[config.mk]
export PLATFORM = sky130hd
export DESIGN_NAME = hash_table_chaining_with_replacement
export DESIGN_NICKNAME = d
export VERILOG_FILES = /design/src/design/hcwr_pkg.sv /design/src/design/hcwr_rem.sv /design/src/design/hcwr_mem.sv /design/src/design/hash_table_chaining_with_replacement.sv
export SDC_FILE = /design/constraint.sdc
export NUM_CORES = 1
export LEC_CHECK = 0
export BUFFER_PORTS_ARGS = -buffer_cell sky130_fd_sc_hd__clkbuf_2
export CORE_ASPECT_RATIO = 0.9
export CORE_MARGIN = 3
export CORE_UTILIZATION = 31
export DETAILED_ROUTE_END_ITERATION = 16
export PLACE_DENSITY = 0.53
export SYNTH_ARGS = -nofsm -noshare
export SYNTH_HDL_FRONTEND = slang
export SYNTH_SLANG_ARGS = --single-unit
[constraint.sdc]
create_clock -name clock -period 7.8 [get_ports clock]
set_input_delay 1.56 -clock clock [delete_from_list [all_inputs] [get_ports clock]]
set_output_delay 1.56 -clock clock [all_outputs]
set_load 0.03 [all_outputs]
[src/design/hcwr_pkg.sv]
// Shared constants and types for the chained hash table block.
// No dependencies; imported by every other design file.
package hcwr_pkg;

   localparam int DEF_TABLE_SIZE = 16;
   localparam int DEF_KEY_BITS   = 16;

   localparam int KEY_PORT_W = 16;
   localparam int STATUS_W   = 2;
   localparam int SLOT_W     = 4;

   typedef enum logic [STATUS_W-1:0] {
      ST_INSERTED  = 2'd0,
      ST_FULL      = 2'd1,
      ST_FOUND     = 2'd2,
      ST_NOT_FOUND = 2'd3
   } status_type;

endpackage

[src/design/hcwr_rem.sv]
// Remainder unit: value modulo TABLE_SIZE by reciprocal multiplication.
// Depends on hcwr_pkg for parameter defaults.
module hcwr_rem #(
   parameter int TABLE_SIZE = hcwr_pkg::DEF_TABLE_SIZE,
   parameter int KEY_BITS   = hcwr_pkg::DEF_KEY_BITS
) (
   input  logic                          clock,
   input  logic                          reset,
   input  logic                          start,
   input  logic [KEY_BITS-1:0]           value,
   output logic                          done,
   output logic [$clog2(TABLE_SIZE)-1:0] rem
);
   import hcwr_pkg::*;

   localparam int IDX_W  = $clog2(TABLE_SIZE);
   localparam int SHIFT  = KEY_BITS + IDX_W;
   localparam int RCP_W  = KEY_BITS + 1;
   localparam int PROD_W = KEY_BITS + RCP_W;
   localparam int MW     = KEY_BITS + IDX_W + 1;
   // ceil(2^SHIFT / TABLE_SIZE): quotient is exact for every KEY_BITS-bit value
   localparam logic [63:0] RCP_WIDE =
      ((64'd1 << SHIFT) + 64'(TABLE_SIZE) - 64'd1) / 64'(TABLE_SIZE);
   localparam logic [RCP_W-1:0] RCP = RCP_W'(RCP_WIDE);

   logic                v1_ff, v1_in;
   logic                v2_ff, v2_in;
   logic                done_ff, done_in;
   logic [KEY_BITS-1:0] val_ff, val_in;
   logic [PROD_W-1:0]   prod_ff, prod_in;
   logic [IDX_W-1:0]    rem_ff, rem_in;
   logic [KEY_BITS-1:0] quo;

   assign quo = KEY_BITS'(prod_ff >> SHIFT);

   always_comb begin
      v1_in   = start;
      v2_in   = v1_ff;
      done_in = v2_ff;
      val_in  = val_ff;
      prod_in = prod_ff;
      rem_in  = rem_ff;
      if (start) begin
         val_in = value;
      end
      // stage 1: multiply by the reciprocal
      if (v1_ff) begin
         prod_in = PROD_W'(val_ff) * PROD_W'(RCP);
      end
      // stage 2: remainder = value - quotient * modulus
      if (v2_ff) begin
         rem_in = IDX_W'(MW'(val_ff) - MW'(quo) * MW'(TABLE_SIZE));
      end
   end

   always_ff @(posedge clock) begin
      if (reset) begin
         v1_ff   <= 1'b0;
         v2_ff   <= 1'b0;
         done_ff <= 1'b0;
      end else begin
         v1_ff   <= v1_in;
         v2_ff   <= v2_in;
         done_ff <= done_in;
      end
      val_ff  <= val_in;
      prod_ff <= prod_in;
      rem_ff  <= rem_in;
   end

   assign done = done_ff;
   assign rem  = rem_ff;

endmodule

[src/design/hcwr_mem.sv]
// Slot memory: one write port, one read port, registered read data.
// Depends on hcwr_pkg for parameter defaults.
module hcwr_mem #(
   parameter int TABLE_SIZE = hcwr_pkg::DEF_TABLE_SIZE,
   parameter int ENT_W      = 2 + $clog2(hcwr_pkg::DEF_TABLE_SIZE) + hcwr_pkg::DEF_KEY_BITS
) (
   input  logic                          clock,
   input  logic                          wr_en,
   input  logic [$clog2(TABLE_SIZE)-1:0] wr_addr,
   input  logic [ENT_W-1:0]              wr_data,
   input  logic                          rd_en,
   input  logic [$clog2(TABLE_SIZE)-1:0] rd_addr,
   output logic [ENT_W-1:0]              rd_data
);
   import hcwr_pkg::*;

   logic [ENT_W-1:0] mem [TABLE_SIZE];
   logic [ENT_W-1:0] rd_data_ff;

   always_ff @(posedge clock) begin
      if (wr_en) begin
         mem[wr_addr] <= wr_data;
      end
      if (rd_en) begin
         rd_data_ff <= mem[rd_addr];
      end
   end

   assign rd_data = rd_data_ff;

endmodule

[src/design/hash_table_chaining_with_replacement.sv]
// Chained hash table with replacement: top level, sequencer and result register.
// Depends on hcwr_pkg, hcwr_rem and hcwr_mem.
//
// Use: each transfer on the req_ channel carries an operation (req_mode: 0 insert,
// 1 search) and a key. Exactly one transfer follows on the rsp_ channel with a
// status (inserted, table full, found, not found) and the slot concerned.
// Items are handled one at a time; req_stall is low only while the sequencer is
// idle. The home slot comes from a reciprocal-multiply remainder unit.
// Any item that finds its home occupied runs it a second time on the stored key.
// Chain walks and vacancy probes then read the slot memory one entry per cycle.
// The longest insert runs a chain walk plus a probe, or a probe plus a predecessor
// walk; the next request is taken in the cycle after the result loads.
// After reset a clearing pass zeroes every slot entry; req_stall stays high until
// it ends. The result sits in an output register,
// so a stalled receiver holds the sequencer only at the moment a second
// result is ready; an item can be accepted while the first one waits.
module hash_table_chaining_with_replacement #(
   parameter int TABLE_SIZE = hcwr_pkg::DEF_TABLE_SIZE,
   parameter int KEY_BITS   = hcwr_pkg::DEF_KEY_BITS
) (
   input  logic                          clock,
   input  logic                          reset,
   input  logic                          req_valid,
   output logic                          req_stall,
   input  logic                          req_mode,
   input  logic [hcwr_pkg::KEY_PORT_W-1:0] req_key,
   output logic                          rsp_valid,
   input  logic                          rsp_stall,
   output logic [hcwr_pkg::STATUS_W-1:0] rsp_status,
   output logic [hcwr_pkg::SLOT_W-1:0]   rsp_slot
);
   import hcwr_pkg::*;

   localparam int IDX_W = $clog2(TABLE_SIZE);
   localparam int ENT_W = 2 + IDX_W + KEY_BITS;
   localparam logic [IDX_W-1:0] LAST_IDX = IDX_W'(TABLE_SIZE - 1);

   typedef struct packed {
      logic                valid;
      logic                lpres;   // link present
      logic [IDX_W-1:0]    link;
      logic [KEY_BITS-1:0] key;
   } entry_type;

   typedef enum logic [12:0] {
      S_CLEAR = 13'h0001,
      S_IDLE  = 13'h0002,
      S_HOME  = 13'h0004,
      S_READH = 13'h0008,
      S_HOMEK = 13'h0010,
      S_SCHK  = 13'h0020,
      S_CEND  = 13'h0040,
      S_PROBE = 13'h0080,
      S_PRED  = 13'h0100,
      S_WR1   = 13'h0200,
      S_WR2   = 13'h0400,
      S_WR3   = 13'h0800,
      S_DONE  = 13'h1000
   } state_type;

   function automatic logic [IDX_W-1:0] wrap_inc(input logic [IDX_W-1:0] i);
      return (i == LAST_IDX) ? '0 : i + 1'b1;
   endfunction

   // sequencer state
   state_type           state_ff, state_in;
   logic                mode_ff, mode_in;
   logic [KEY_BITS-1:0] key_ff, key_in;
   logic [IDX_W-1:0]    h_ff, h_in;      // home of the new key
   logic [IDX_W-1:0]    hk_ff, hk_in;    // home of the key stored at h
   logic [IDX_W-1:0]    cur_ff, cur_in;  // walk / probe / clear position
   logic [IDX_W:0]      n_ff, n_in;      // step counter of the current walk
   logic [IDX_W-1:0]    e_ff, e_in;      // chain end
   logic [IDX_W-1:0]    v_ff, v_in;      // vacant slot found
   logic                havep_ff, havep_in;
   entry_type           eh_ff, eh_in;    // entry at home
   entry_type           ee_ff, ee_in;    // chain end or predecessor entry
   logic [IDX_W:0]      used_ff, used_in;
   status_type          res_st_ff, res_st_in;
   logic [SLOT_W-1:0]   res_slot_ff, res_slot_in;

   // output register
   logic                rsp_valid_ff, rsp_valid_in;
   status_type          rsp_st_ff, rsp_st_in;
   logic [SLOT_W-1:0]   rsp_slot_ff, rsp_slot_in;
   logic                load;

   // memory and remainder unit hookup
   logic                mem_wr_en, mem_rd_en;
   logic [IDX_W-1:0]    mem_wr_addr, mem_rd_addr;
   entry_type           mem_wr_data, mem_rd_data;
   logic                rem_start, rem_done;
   logic [KEY_BITS-1:0] rem_val;
   logic [IDX_W-1:0]    rem_out;

   hcwr_rem #(
      .TABLE_SIZE (TABLE_SIZE),
      .KEY_BITS   (KEY_BITS)
   ) u_rem (
      .clock (clock),
      .reset (reset),
      .start (rem_start),
      .value (rem_val),
      .done  (rem_done),
      .rem   (rem_out)
   );

   hcwr_mem #(
      .TABLE_SIZE (TABLE_SIZE),
      .ENT_W      (ENT_W)
   ) u_mem (
      .clock   (clock),
      .wr_en   (mem_wr_en),
      .wr_addr (mem_wr_addr),
      .wr_data (mem_wr_data),
      .rd_en   (mem_rd_en),
      .rd_addr (mem_rd_addr),
      .rd_data (mem_rd_data)
   );

   assign req_stall = (state_ff != S_IDLE);

   always_comb begin
      state_in    = state_ff;
      mode_in     = mode_ff;
      key_in      = key_ff;
      h_in        = h_ff;
      hk_in       = hk_ff;
      cur_in      = cur_ff;
      n_in        = n_ff;
      e_in        = e_ff;
      v_in        = v_ff;
      havep_in    = havep_ff;
      eh_in       = eh_ff;
      ee_in       = ee_ff;
      used_in     = used_ff;
      res_st_in   = res_st_ff;
      res_slot_in = res_slot_ff;
      load        = 1'b0;
      mem_wr_en   = 1'b0;
      mem_wr_addr = cur_ff;
      mem_wr_data = '0;
      mem_rd_en   = 1'b0;
      mem_rd_addr = cur_ff;
      rem_start   = 1'b0;
      rem_val     = key_ff;

      case (state_ff)
         S_CLEAR: begin
            // zero one entry per cycle: no valid, no link
            mem_wr_en = 1'b1;
            cur_in    = wrap_inc(cur_ff);
            if (cur_ff == LAST_IDX) begin
               state_in = S_IDLE;
            end
         end

         S_IDLE: begin
            if (req_valid) begin
               mode_in   = req_mode;
               key_in    = KEY_BITS'(req_key);
               rem_start = 1'b1;
               rem_val   = KEY_BITS'(req_key);
               state_in  = S_HOME;
            end
         end

         S_HOME: begin
            if (rem_done) begin
               h_in = rem_out;
               if (!mode_ff && used_ff == (IDX_W+1)'(TABLE_SIZE)) begin
                  // full: reported before touching anything
                  res_st_in   = ST_FULL;
                  res_slot_in = '0;
                  state_in    = S_DONE;
               end else begin
                  mem_rd_en   = 1'b1;
                  mem_rd_addr = rem_out;
                  state_in    = S_READH;
               end
            end
         end

         S_READH: begin
            eh_in = mem_rd_data;
            if (!mem_rd_data.valid) begin
               if (!mode_ff) begin
                  mem_wr_en         = 1'b1;
                  mem_wr_addr       = h_ff;
                  mem_wr_data.valid = 1'b1;
                  mem_wr_data.key   = key_ff;
                  used_in           = used_ff + 1'b1;
                  res_st_in         = ST_INSERTED;
                  res_slot_in       = SLOT_W'(h_ff);
               end else begin
                  res_st_in   = ST_NOT_FOUND;
                  res_slot_in = '0;
               end
               state_in = S_DONE;
            end else begin
               rem_start = 1'b1;
               rem_val   = mem_rd_data.key;
               state_in  = S_HOMEK;
            end
         end

         S_HOMEK: begin
            // read data still holds the home entry here
            if (rem_done) begin
               hk_in = rem_out;
               n_in  = '0;
               if (mode_ff) begin
                  if (rem_out != h_ff) begin
                     res_st_in   = ST_NOT_FOUND;
                     res_slot_in = '0;
                     state_in    = S_DONE;
                  end else begin
                     cur_in   = h_ff;
                     state_in = S_SCHK;
                  end
               end else if (rem_out == h_ff) begin
                  cur_in   = h_ff;
                  state_in = S_CEND;
               end else begin
                  // displaced key at home: probe from the slot after home
                  cur_in      = wrap_inc(h_ff);
                  mem_rd_en   = 1'b1;
                  mem_rd_addr = wrap_inc(h_ff);
                  state_in    = S_PROBE;
               end
            end
         end

         S_SCHK: begin
            if (mem_rd_data.valid && mem_rd_data.key == key_ff) begin
               res_st_in   = ST_FOUND;
               res_slot_in = SLOT_W'(cur_ff);
               state_in    = S_DONE;
            end else if (!mem_rd_data.lpres || n_ff == (IDX_W+1)'(TABLE_SIZE - 1)) begin
               res_st_in   = ST_NOT_FOUND;
               res_slot_in = '0;
               state_in    = S_DONE;
            end else begin
               mem_rd_en   = 1'b1;
               mem_rd_addr = mem_rd_data.link;
               cur_in      = mem_rd_data.link;
               n_in        = n_ff + 1'b1;
            end
         end

         S_CEND: begin
            if (mem_rd_data.lpres && n_ff != (IDX_W+1)'(TABLE_SIZE)) begin
               mem_rd_en   = 1'b1;
               mem_rd_addr = mem_rd_data.link;
               cur_in      = mem_rd_data.link;
               n_in        = n_ff + 1'b1;
            end else begin
               // chain end found; probe starts at the end slot itself
               e_in      = cur_ff;
               ee_in     = mem_rd_data;
               n_in      = '0;
               mem_rd_en = 1'b1;
               state_in  = S_PROBE;
            end
         end

         S_PROBE: begin
            if (!mem_rd_data.valid) begin
               v_in = cur_ff;
               if (hk_ff == h_ff) begin
                  state_in = S_WR1;
               end else begin
                  cur_in      = hk_ff;
                  n_in        = '0;
                  havep_in    = 1'b0;
                  mem_rd_en   = 1'b1;
                  mem_rd_addr = hk_ff;
                  state_in    = S_PRED;
               end
            end else if (n_ff == (IDX_W+1)'(TABLE_SIZE - 1)) begin
               res_st_in   = ST_FULL;
               res_slot_in = '0;
               state_in    = S_DONE;
            end else begin
               cur_in      = wrap_inc(cur_ff);
               n_in        = n_ff + 1'b1;
               mem_rd_en   = 1'b1;
               mem_rd_addr = wrap_inc(cur_ff);
            end
         end

         S_PRED: begin
            // look for the slot whose link points at home
            if (!mem_rd_data.lpres) begin
               state_in = S_WR1;
            end else if (mem_rd_data.link == h_ff) begin
               havep_in = 1'b1;
               ee_in    = mem_rd_data;
               state_in = S_WR1;
            end else if (n_ff == (IDX_W+1)'(TABLE_SIZE - 1)) begin
               state_in = S_WR1;
            end else begin
               mem_rd_en   = 1'b1;
               mem_rd_addr = mem_rd_data.link;
               cur_in      = mem_rd_data.link;
               n_in        = n_ff + 1'b1;
            end
         end

         S_WR1: begin
            mem_wr_en   = 1'b1;
            mem_wr_addr = v_ff;
            if (hk_ff == h_ff) begin
               mem_wr_data.valid = 1'b1;
               mem_wr_data.key   = key_ff;
            end else begin
               // move displaced key with its link
               mem_wr_data       = eh_ff;
               mem_wr_data.valid = 1'b1;
            end
            state_in = S_WR2;
         end

         S_WR2: begin
            mem_wr_en = 1'b1;
            if (hk_ff == h_ff) begin
               // chain end links to the new slot
               mem_wr_addr = e_ff;
               if (v_ff == e_ff) begin
                  mem_wr_data.valid = 1'b1;
                  mem_wr_data.key   = key_ff;
               end else begin
                  mem_wr_data.valid = ee_ff.valid;
                  mem_wr_data.key   = ee_ff.key;
               end
               mem_wr_data.lpres = 1'b1;
               mem_wr_data.link  = v_ff;
               used_in           = used_ff + 1'b1;
               res_st_in         = ST_INSERTED;
               res_slot_in       = SLOT_W'(v_ff);
               state_in          = S_DONE;
            end else begin
               mem_wr_addr       = h_ff;
               mem_wr_data.valid = 1'b1;
               mem_wr_data.link  = eh_ff.link;
               mem_wr_data.key   = key_ff;
               if (havep_ff) begin
                  state_in = S_WR3;
               end else begin
                  used_in     = used_ff + 1'b1;
                  res_st_in   = ST_INSERTED;
                  res_slot_in = SLOT_W'(h_ff);
                  state_in    = S_DONE;
               end
            end
         end

         S_WR3: begin
            // relink predecessor; take the fresh contents if it was just rewritten
            mem_wr_en   = 1'b1;
            mem_wr_addr = cur_ff;
            if (cur_ff == h_ff) begin
               mem_wr_data.valid = 1'b1;
               mem_wr_data.key   = key_ff;
            end else if (cur_ff == v_ff) begin
               mem_wr_data       = eh_ff;
               mem_wr_data.valid = 1'b1;
            end else begin
               mem_wr_data = ee_ff;
            end
            mem_wr_data.link = v_ff;
            used_in          = used_ff + 1'b1;
            res_st_in        = ST_INSERTED;
            res_slot_in      = SLOT_W'(h_ff);
            state_in         = S_DONE;
         end

         S_DONE: begin
            if (!rsp_valid_ff || !rsp_stall) begin
               load     = 1'b1;
               state_in = S_IDLE;
            end
         end

         default: begin
            state_in = S_IDLE;
         end
      endcase
   end

   // output register: holds until the receiver takes it
   always_comb begin
      rsp_valid_in = rsp_valid_ff && rsp_stall;
      rsp_st_in    = rsp_st_ff;
      rsp_slot_in  = rsp_slot_ff;
      if (load) begin
         rsp_valid_in = 1'b1;
         rsp_st_in    = res_st_ff;
         rsp_slot_in  = res_slot_ff;
      end
   end

   always_ff @(posedge clock) begin
      if (reset) begin
         state_ff     <= S_CLEAR;
         cur_ff       <= '0;
         used_ff      <= '0;
         rsp_valid_ff <= 1'b0;
      end else begin
         state_ff     <= state_in;
         cur_ff       <= cur_in;
         used_ff      <= used_in;
         rsp_valid_ff <= rsp_valid_in;
      end
      mode_ff     <= mode_in;
      key_ff      <= key_in;
      h_ff        <= h_in;
      hk_ff       <= hk_in;
      n_ff        <= n_in;
      e_ff        <= e_in;
      v_ff        <= v_in;
      havep_ff    <= havep_in;
      eh_ff       <= eh_in;
      ee_ff       <= ee_in;
      res_st_ff   <= res_st_in;
      res_slot_ff <= res_slot_in;
      rsp_st_ff   <= rsp_st_in;
      rsp_slot_ff <= rsp_slot_in;
   end

   assign rsp_valid  = rsp_valid_ff;
   assign rsp_status = rsp_st_ff;
   assign rsp_slot   = rsp_slot_ff;

endmodule

==> flow_metrics.env <==
export IMPL_outcome="finished clean"
export IMPL_tns_ns=0
export IMPL_drive_gt1_share_pct=15.7
export IMPL_place_area_sq_um=22700
export IMPL_h_tree_depth=2
export IMPL_netlist_top_cell_by_area="edfxtp_1"
export IMPL_cp_end_kind="flip-flop"
export IMPL_numCtsBuffers=54
export IMPL_max_freq_mhz=186
export IMPL_cp_required_ns=8.15
export IMPL_coreArea_sq_um=67700
export IMPL_io_buffers=28
export IMPL_antenna_cells=0
export IMPL_setup_viol=0
export IMPL_path_clk_slew_ns=0.06
export IMPL_powerDensity_nw_per_um2=264
export IMPL_ys_flop_type="edfxtp_1"
export IMPL_post_dp_hpwl_mm=37.2
export IMPL_skew_ns=0.0434
export IMPL_dr_first_iter_drc_count=1305
export IMPL_postCtsSetupBuffers=0
export IMPL_grt_pass1_wl_mm=90.0
export IMPL_crit_type="flip-flop to flip-flop"
export IMPL_critPathArrivalTime_ns=5.74
export IMPL_grt_max_degree=85
export IMPL_crit_slowest_cell="and2_4"
export IMPL_io_pins=29
export IMPL_cts_repair_resized=0
export IMPL_yosysTopAreaCellShare_pct=66.2
export IMPL_synth_seq_area_share_pct=68.6
export IMPL_rsz0062_at_grt="false"
export IMPL_synth_nets=1507
export IMPL_yosys_top_cells_area="edfxtp_1 66%, mux2_2 2.9%, dfxtp_1 2.4%"
export IMPL_fillers=6417
export IMPL_slew_limit_headroom_pct=21.3
export IMPL_synth_area_per_cell_sq_um=14.5
export IMPL_ir_drop_v=0.000184
export IMPL_drc=0
export IMPL_cts_sinks=498
export IMPL_slew_violations=0
export IMPL_track_usage_pct=16.5
export IMPL_row_count=90
export IMPL_finalWirelength_mm=61.2
export IMPL_ant_nets=0
export IMPL_worst_pin_slew_ns=1.18
export IMPL_critPathMaxStageDelay_ns=0.72
export IMPL_clk_latency_ns=0.64
export IMPL_crit_chain="xnor2_1 > or4bb_1 > nor4_2 > o311ai_4 > a2111oi_4 > buf_4 > and2_4 > buf_4 > mux2_2 > a22oi_1 > nand4_1"
export IMPL_syn_area_sq_um=21400
export IMPL_synth_distinct_cells=82
export IMPL_grt_pass1_vias=13126
export IMPL_max_cap_violations=0
export IMPL_dieArea_sq_um=72300
export IMPL_dieWidth_um=283
export IMPL_start_util_pct=31.6
export IMPL_synth_edf_count=472
export IMPL_p_leak_nw=7.87
export IMPL_finalHoldViolCount=0
export IMPL_drt_vias_per_instance=5.38
export IMPL_grt_overflow_total=0
export IMPL_max_clock_path_buffers=3
export IMPL_ys_warn_count=0
export IMPL_cts_root_buffer="clkbuf_16"
export IMPL_start_kind="flip-flop"
export IMPL_synth_async_reset_ratio_pct=0
export IMPL_dr_total_vias=13367
export IMPL_ys_ff_latch=498
export IMPL_cp_buffers_inverters=2
export IMPL_path_max_fanout=53
export IMPL_gp_congestion=0.883
export IMPL_final_area_sq_um=24500
export IMPL_grt_antenna_before_repair=0
export IMPL_register_area_sq_um=14700
export IMPL_holdCritPathClass="flip-flop to flip-flop"
export IMPL_multi_input_area_sq_um=6310
export IMPL_die_h_um=255
export IMPL_crit_top_cell="buf_4"
export IMPL_cp_top_family="simple AND/OR/NAND/NOR gates"
export IMPL_dr_pass1_iters=6
export IMPL_post_route_min_period_ns=5.39
export IMPL_fin_nets=1550
export IMPL_finalCritPeriodShare_pct=69.0
export IMPL_area_growth_pct=14.3
export IMPL_syn_inst=1478
export IMPL_wire_per_inst_um=24.6
export IMPL_cts_tree="yes"
export IMPL_cts_hold_fix_buffers=0
==> placed cells by master, fill, tap and decap left out, types with 26 or more instances in the layout <==
cell type / netlist / final
mux2_2: 56 / 56
inv_1: 40 / 40
clkbuf_16: 0 / 54
dfxtp_1: 26 / 26
nand4_1: 33 / 33
mux2_1: 28 / 28
a211o_1: 45 / 44
a21oi_1: 74 / 74
a211oi_1: 47 / 47
nor2_1: 61 / 45
buf_4: 5 / 37
a21boi_0: 44 / 44
nand2_1: 111 / 111
edfxtp_1: 472 / 472
a22oi_1: 54 / 54
xnor2_1: 27 / 27
clkbuf_2: 1 / 28
==> cell usage after synthesis, drive strengths merged, types with 4 or more instances <==
cell    instances
a222oi         21
a21o            4
a211o          45
nor2b          10
dfxtp          26
nor3           12
ha              8
or4            11
nand2b         12
and2           11
a22oi          54
and3            9
nand2         111
a21boi         44
a22o            7
o211ai          4
inv            40
xnor2          27
nor4           15
nor2           61
mux2i           7
or4b            5
nand4          33
buf            43
xor2           20
a31oi          11
clkbuf         36
nand3b          5
a211oi         48
a21oi          74
nand3          24
mux2           92
edfxtp        472
o21ai          23
==> where the power goes <==
part	internal [mW]	total, mW	switching (mW)
clock network	1.45	2.50	1.05
logic	0.301	0.876	0.575
registers	3.05	3.08	0.0386
total	4.80	6.46	1.67
==> layer usage <==
| metal | up-vias | track usage (%) | routed length (um) |
|---|---|---|---|
| met5 | - | 0 | 0 |
| met4 | 0 | 3.86 | 1220 |
| met3 | 85 | 3.51 | 4330 |
| met2 | 506 | 25.8 | 27900 |
| met1 | 6825 | 23.5 | 27800 |
| li1 | 5951 | - | - |
==> worst paths after layout <==
path	start	to	slack [ns]	cells past startpoint
worst max-delay path	u_mem.rd_data[3]	u_mem.rd_data[7]	2.41	11
worst min register to register	res_st_ff[1]	rsp_status[1]	0.42	0
worst min-delay path	res_st_ff[1]	rsp_status[1]	0.42	0
worst max register to register	u_mem.rd_data[3]	u_mem.rd_data[7]	2.41	11
==> flip-flops by register name, indices dropped and copies added, names as in the netlist, 5 cells and up <==
register,flops
ee_ff,18
eh_ff,21
key_ff,16
n_ff,5
state_ff,13
u_mem.mem,352
u_mem.rd_data,22
used_ff,5
==> through the flow <==
stage	setup slack (ns)	utilization [%]	hold WS, ns	std cells	power [mW]
CTS	2.38	36.2	0.424	2485	6.52
floorplan	3.48	-	0.400	1478	3.73
finish	2.41	36.2	0.423	2485	6.46
detailed placement	2.39	33.6	0.410	2385	4.02
global route	2.13	36.2	0.444	2485	6.71
global placement	2.45	33.6	0.406	2385	4.00
==> cell type report <==
cell class	instances	share of cell area (%)
timing repair buffer	66	1.79
clock inverter	29	1.31
multi-input combinational	861	25.8
inverter	40	0.613
clock buffer	71	5.78
tap	920	4.70
sequential	498	60.0
==> logic make-up (layout without fill, tap and decap cells) <==
group                      count (synthesis)  after routing  synth area share [%]
AOI/OAI and AO/OA                        368            368                  12.8
xor gates and xnor gates                  47             47                  1.92
adders and majority gates                  8              8                 0.467
buffers and inverters                    119            206                  2.52
DFF                                      498            498                  68.6
muxes                                     99             99                  5.30
and+or+nand+nor                          339            339                  8.33
(Power assumes the default switching activity.)
